File: config.mk
export PLATFORM = sky130hd
export DESIGN_NAME = mstk_ram
export DESIGN_NICKNAME = d
export VERILOG_FILES = /design/src/rtl/mstk_ram.sv
export SDC_FILE = /design/constraint.sdc
export NUM_CORES = 1
export LEC_CHECK = 0
export ABC_AREA = 1
export BUFFER_PORTS_ARGS = -buffer_cell sky130_fd_sc_hd__buf_2
export CORE_MARGIN = 5
export CORE_UTILIZATION = 30
export CTS_BUF_LIST = sky130_fd_sc_hd__clkbuf_8
export DETAILED_ROUTE_END_ITERATION = 10
export PLACE_DENSITY = 0.42
export SLEW_MARGIN = 20
export SYNTH_ARGS = -nofsm -noshare
export SYNTH_HDL_FRONTEND = slang
export SYNTH_SLANG_ARGS = --single-unit
File: constraint.sdc
create_clock -name clk_i -period 2 [get_ports clk_i]
set_clock_uncertainty 0.05 [all_clocks]
set_input_delay 0.1 -clock clk_i [delete_from_list [all_inputs] [get_ports clk_i]]
set_output_delay 0.1 -clock clk_i [all_outputs]
set_load 0.02 [all_outputs]
File: src/rtl/mstk_ram.sv
module mstk_ram #(
  parameter int unsigned Width = 8,
  parameter int unsigned Depth = 16,
  localparam int unsigned AddrW = (Depth > 1) ? $clog2(Depth) : 1
) (
  input  logic             clk_i,
  input  logic             we_i,
  input  logic [AddrW-1:0] waddr_i,
  input  logic [Width-1:0] wdata_i,
  input  logic [AddrW-1:0] raddr_i,
  output logic [Width-1:0] rdata_o
);

  logic [Width-1:0] mem_q [Depth];
  logic [Width-1:0] rdata_q;

  // One write port and one registered read port.
  always_ff @(posedge clk_i) begin
    if (we_i) begin
      mem_q[waddr_i] <= wdata_i;
    end
    rdata_q <= mem_q[raddr_i];
  end

  assign rdata_o = rdata_q;

endmodule

==> out/results.tsv <==
metric	value	unit
DRT iter0 DRCs	276	
Mapped Area	5767	sq um
nets	608	
Synth Area per Inst	10.47	sq um
max-cap violations	0	
Compound-Gate Fraction of Synth Area	0	%
CP Capture Type	output pin	
Via density	4.306	
DIE WIDTH	148.6	um
Rel. slew slack	46.64	%
most common cell after layout, fill and taps aside	nand2_1	
via count	3716	
share of layout cells above drive strength 1	12.11	%
Unique masters post-synth	12	
Final Hold Vio Count	0	
P_leak	0.002853	uW
CP Max Fanout	1	
TritonCTS clock tree	done	
post-synthesis simple-gate area fraction	21.05	%
cts repair resizes	0	
Worst-Margin Slew	0.7975	ns
wire length per cell	17.51	um
dpl cells	830	
max incr delay on CP	0.36	ns
worst reg2reg setup slack	0.87	ns
starting density of the core	30.62	%
Die Height	148.6	um
CP Class	flip-flop to output pin	
Num CTS Buffers	17	
r2r worst-path depth	6	
CP required	1.85	ns
most frequent cells in the layout	173 x nand2_1, 128 x edfxtp_1, 100 x inv_1	
DP Wirelength	9325	um
grt ovf	0	
Hold WS	0.03236	ns
final setup vio count	0	
clk root buf	clkbuf_8	
WP buf/inv	1	
Post-DP Area	6198	sq um
global-route wire length before repair	23030	um
Area Growth Syn to Fin	16.12	%
DRT antenna net count	0	
CP Cell Sequence	buf_2	
PD cells	953.6	nW/um^2
DRT Pass-1 Iters	6	
total wire length	15110	um
CP top delay family	flip-flops	
r2r startpoint	mem_q[7][3]	
Max IR drop VDD	0.4100	mV
row count	50	
die footprint	22100	sq um
drt drc	0	
Crit-path slowest cell	dfxtp_1	
Buffers on Ports	25	
status	finished, final reports clean	
vias in the first global route	3830	
Final GP Congestion	0.7414	
largest family of logic cells by synthesized area	simple AND/OR/NAND/NOR gates	
setup TNS	0	ns
I/O pin total	26	
final cell count without fillers	863	
final instance area	6696	sq um
Max Root-Sink Buffers	2	
Yosys reg bits	136	
Hold EP	rdata_o[2]	
maximum clock frequency	876.0	MHz
clock sinks	136	
global-route usage over all layers	14.34	%
Clk Latency, worst-skew pair	0.44	ns
reg2reg end	rdata_o[3]	
Synth Warn #	0	
cells after synthesis	551	
sequential fraction of the synthesis area	69.43	%
adder-cell area share of the yosys netlist	0	%
Startpoint Class	flip-flop	
CTS H-tree lvls	4	
crit path DAT	0.99	ns
initial antenna violation count	0	
largest net degree at the start of global routing	48	
worst hold start	raddr_i[2]	
Post-Syn Nets	569	
XOR/XNOR Fraction of Synth Area	0	%
mux contribution to synthesized area	0	%
WHS Path Cells	4	
# diodes	0	
Hold Crit Class	input pin to flip-flop	
Worst-path clk slew	0.08	ns
final worst-path cycle share	57.08	%
unrepaired setup endpoints after global routing	false	
Period minus WS final	1.142	ns
Core Area	18830	sq um
fin. max-slew vios	0	
==> cell families (layout without fill, tap and decap cells) <==
| family | Yosys count | in the layout |
|---|---|---|
| flip-flops | 136 | 136 |
| buffers and inverters | 126 | 178 |
| AND/OR/NAND/NOR | 289 | 289 |
==> cell usage after synthesis <==
library cell  number  area, sq um
buf_1              1        3.750
buf_2             13        65.06
buf_4              4        30.03
buf_6              6        67.56
dfxtp_1            8        160.2
edfxtp_1         128         3844
inv_1            100        375.4
inv_2              2        7.510
nand2_1          173        649.4
nand3_1           97        485.5
nand3b_1           2        15.01
nor2_1            17        63.81
==> what timing repair did <==
item	4_1_cts	5_1_grt
buffers inserted	0	0
hold buffers	1	0
endpoints found under the hold margin	8	0
==> metal layers <==
metal / GRT usage [%] / routed length, um / up-vias
met3: 3.169 / 848 / 5
met1: 19.00 / 6842 / 1785
met5: 0 / 0 / -
met4: 3.880 / 93 / 0
li1: - / - / 1849
met2: 23.80 / 7324 / 77
==> per-stage QoR <==
step                      setup WS, ns  util, %  total power (uW)
after global routing            0.7689    35.56              6657
after floorplan                 0.8992        -              3509
after detailed placement        0.4997    32.92              3699
after global placement          0.4736    32.92              3698
final                           0.8585    35.56              6386
after CTS                       0.8054    35.56              6473
==> area by class of cell <==
cell class	instances	area, sq um
clock inverters	15	254.0
flip-flops and latches	136	4004
repair buffers	44	282.8
fillers	1942	12130
multi-input cells	289	1214
clock buffers	17	234.0
well taps	260	325.3
inverters	102	382.9
==> worst reg2reg max path: stages, from the launching register on <==
cell and delay, ns:
edfxtp_1 0.36, inv_1 0.06, nand2_1 0.04, nand3_1 0.11
nand3_1 0.17, nand3_1 0.17, nand2_1 0.07
==> sequential cells by signal, summed over array words and instances, names as in the netlist <==
| name | flops |
|---|---|
| mem_q | 128 |
| rdata_o | 8 |
==> worst max path at each step <==
stage                        end  slack (ns)  cells past startpoint        start
floorplan           mem_q[10][0]        0.90                      2   waddr_i[2]
global placement     mem_q[1][6]        0.47                      4   waddr_i[2]
detailed placement   mem_q[3][3]        0.50                      4   waddr_i[2]
CTS                   rdata_o[1]        0.81                      1   rdata_o[1]
global route          rdata_o[3]        0.77                      6  mem_q[7][3]
finish                rdata_o[1]        0.86                      1   rdata_o[1]
==> where the power goes <==
part | switching, uW | internal (uW) | leakage, uW | total (uW)
logic | 306 | 114 | 0.00139 | 421
clock network | 1040 | 1720 | 0.000236 | 2760
registers | 20.7 | 3180 | 0.00122 | 3200
No activity file was read; power rests on OpenSTA's default activity.
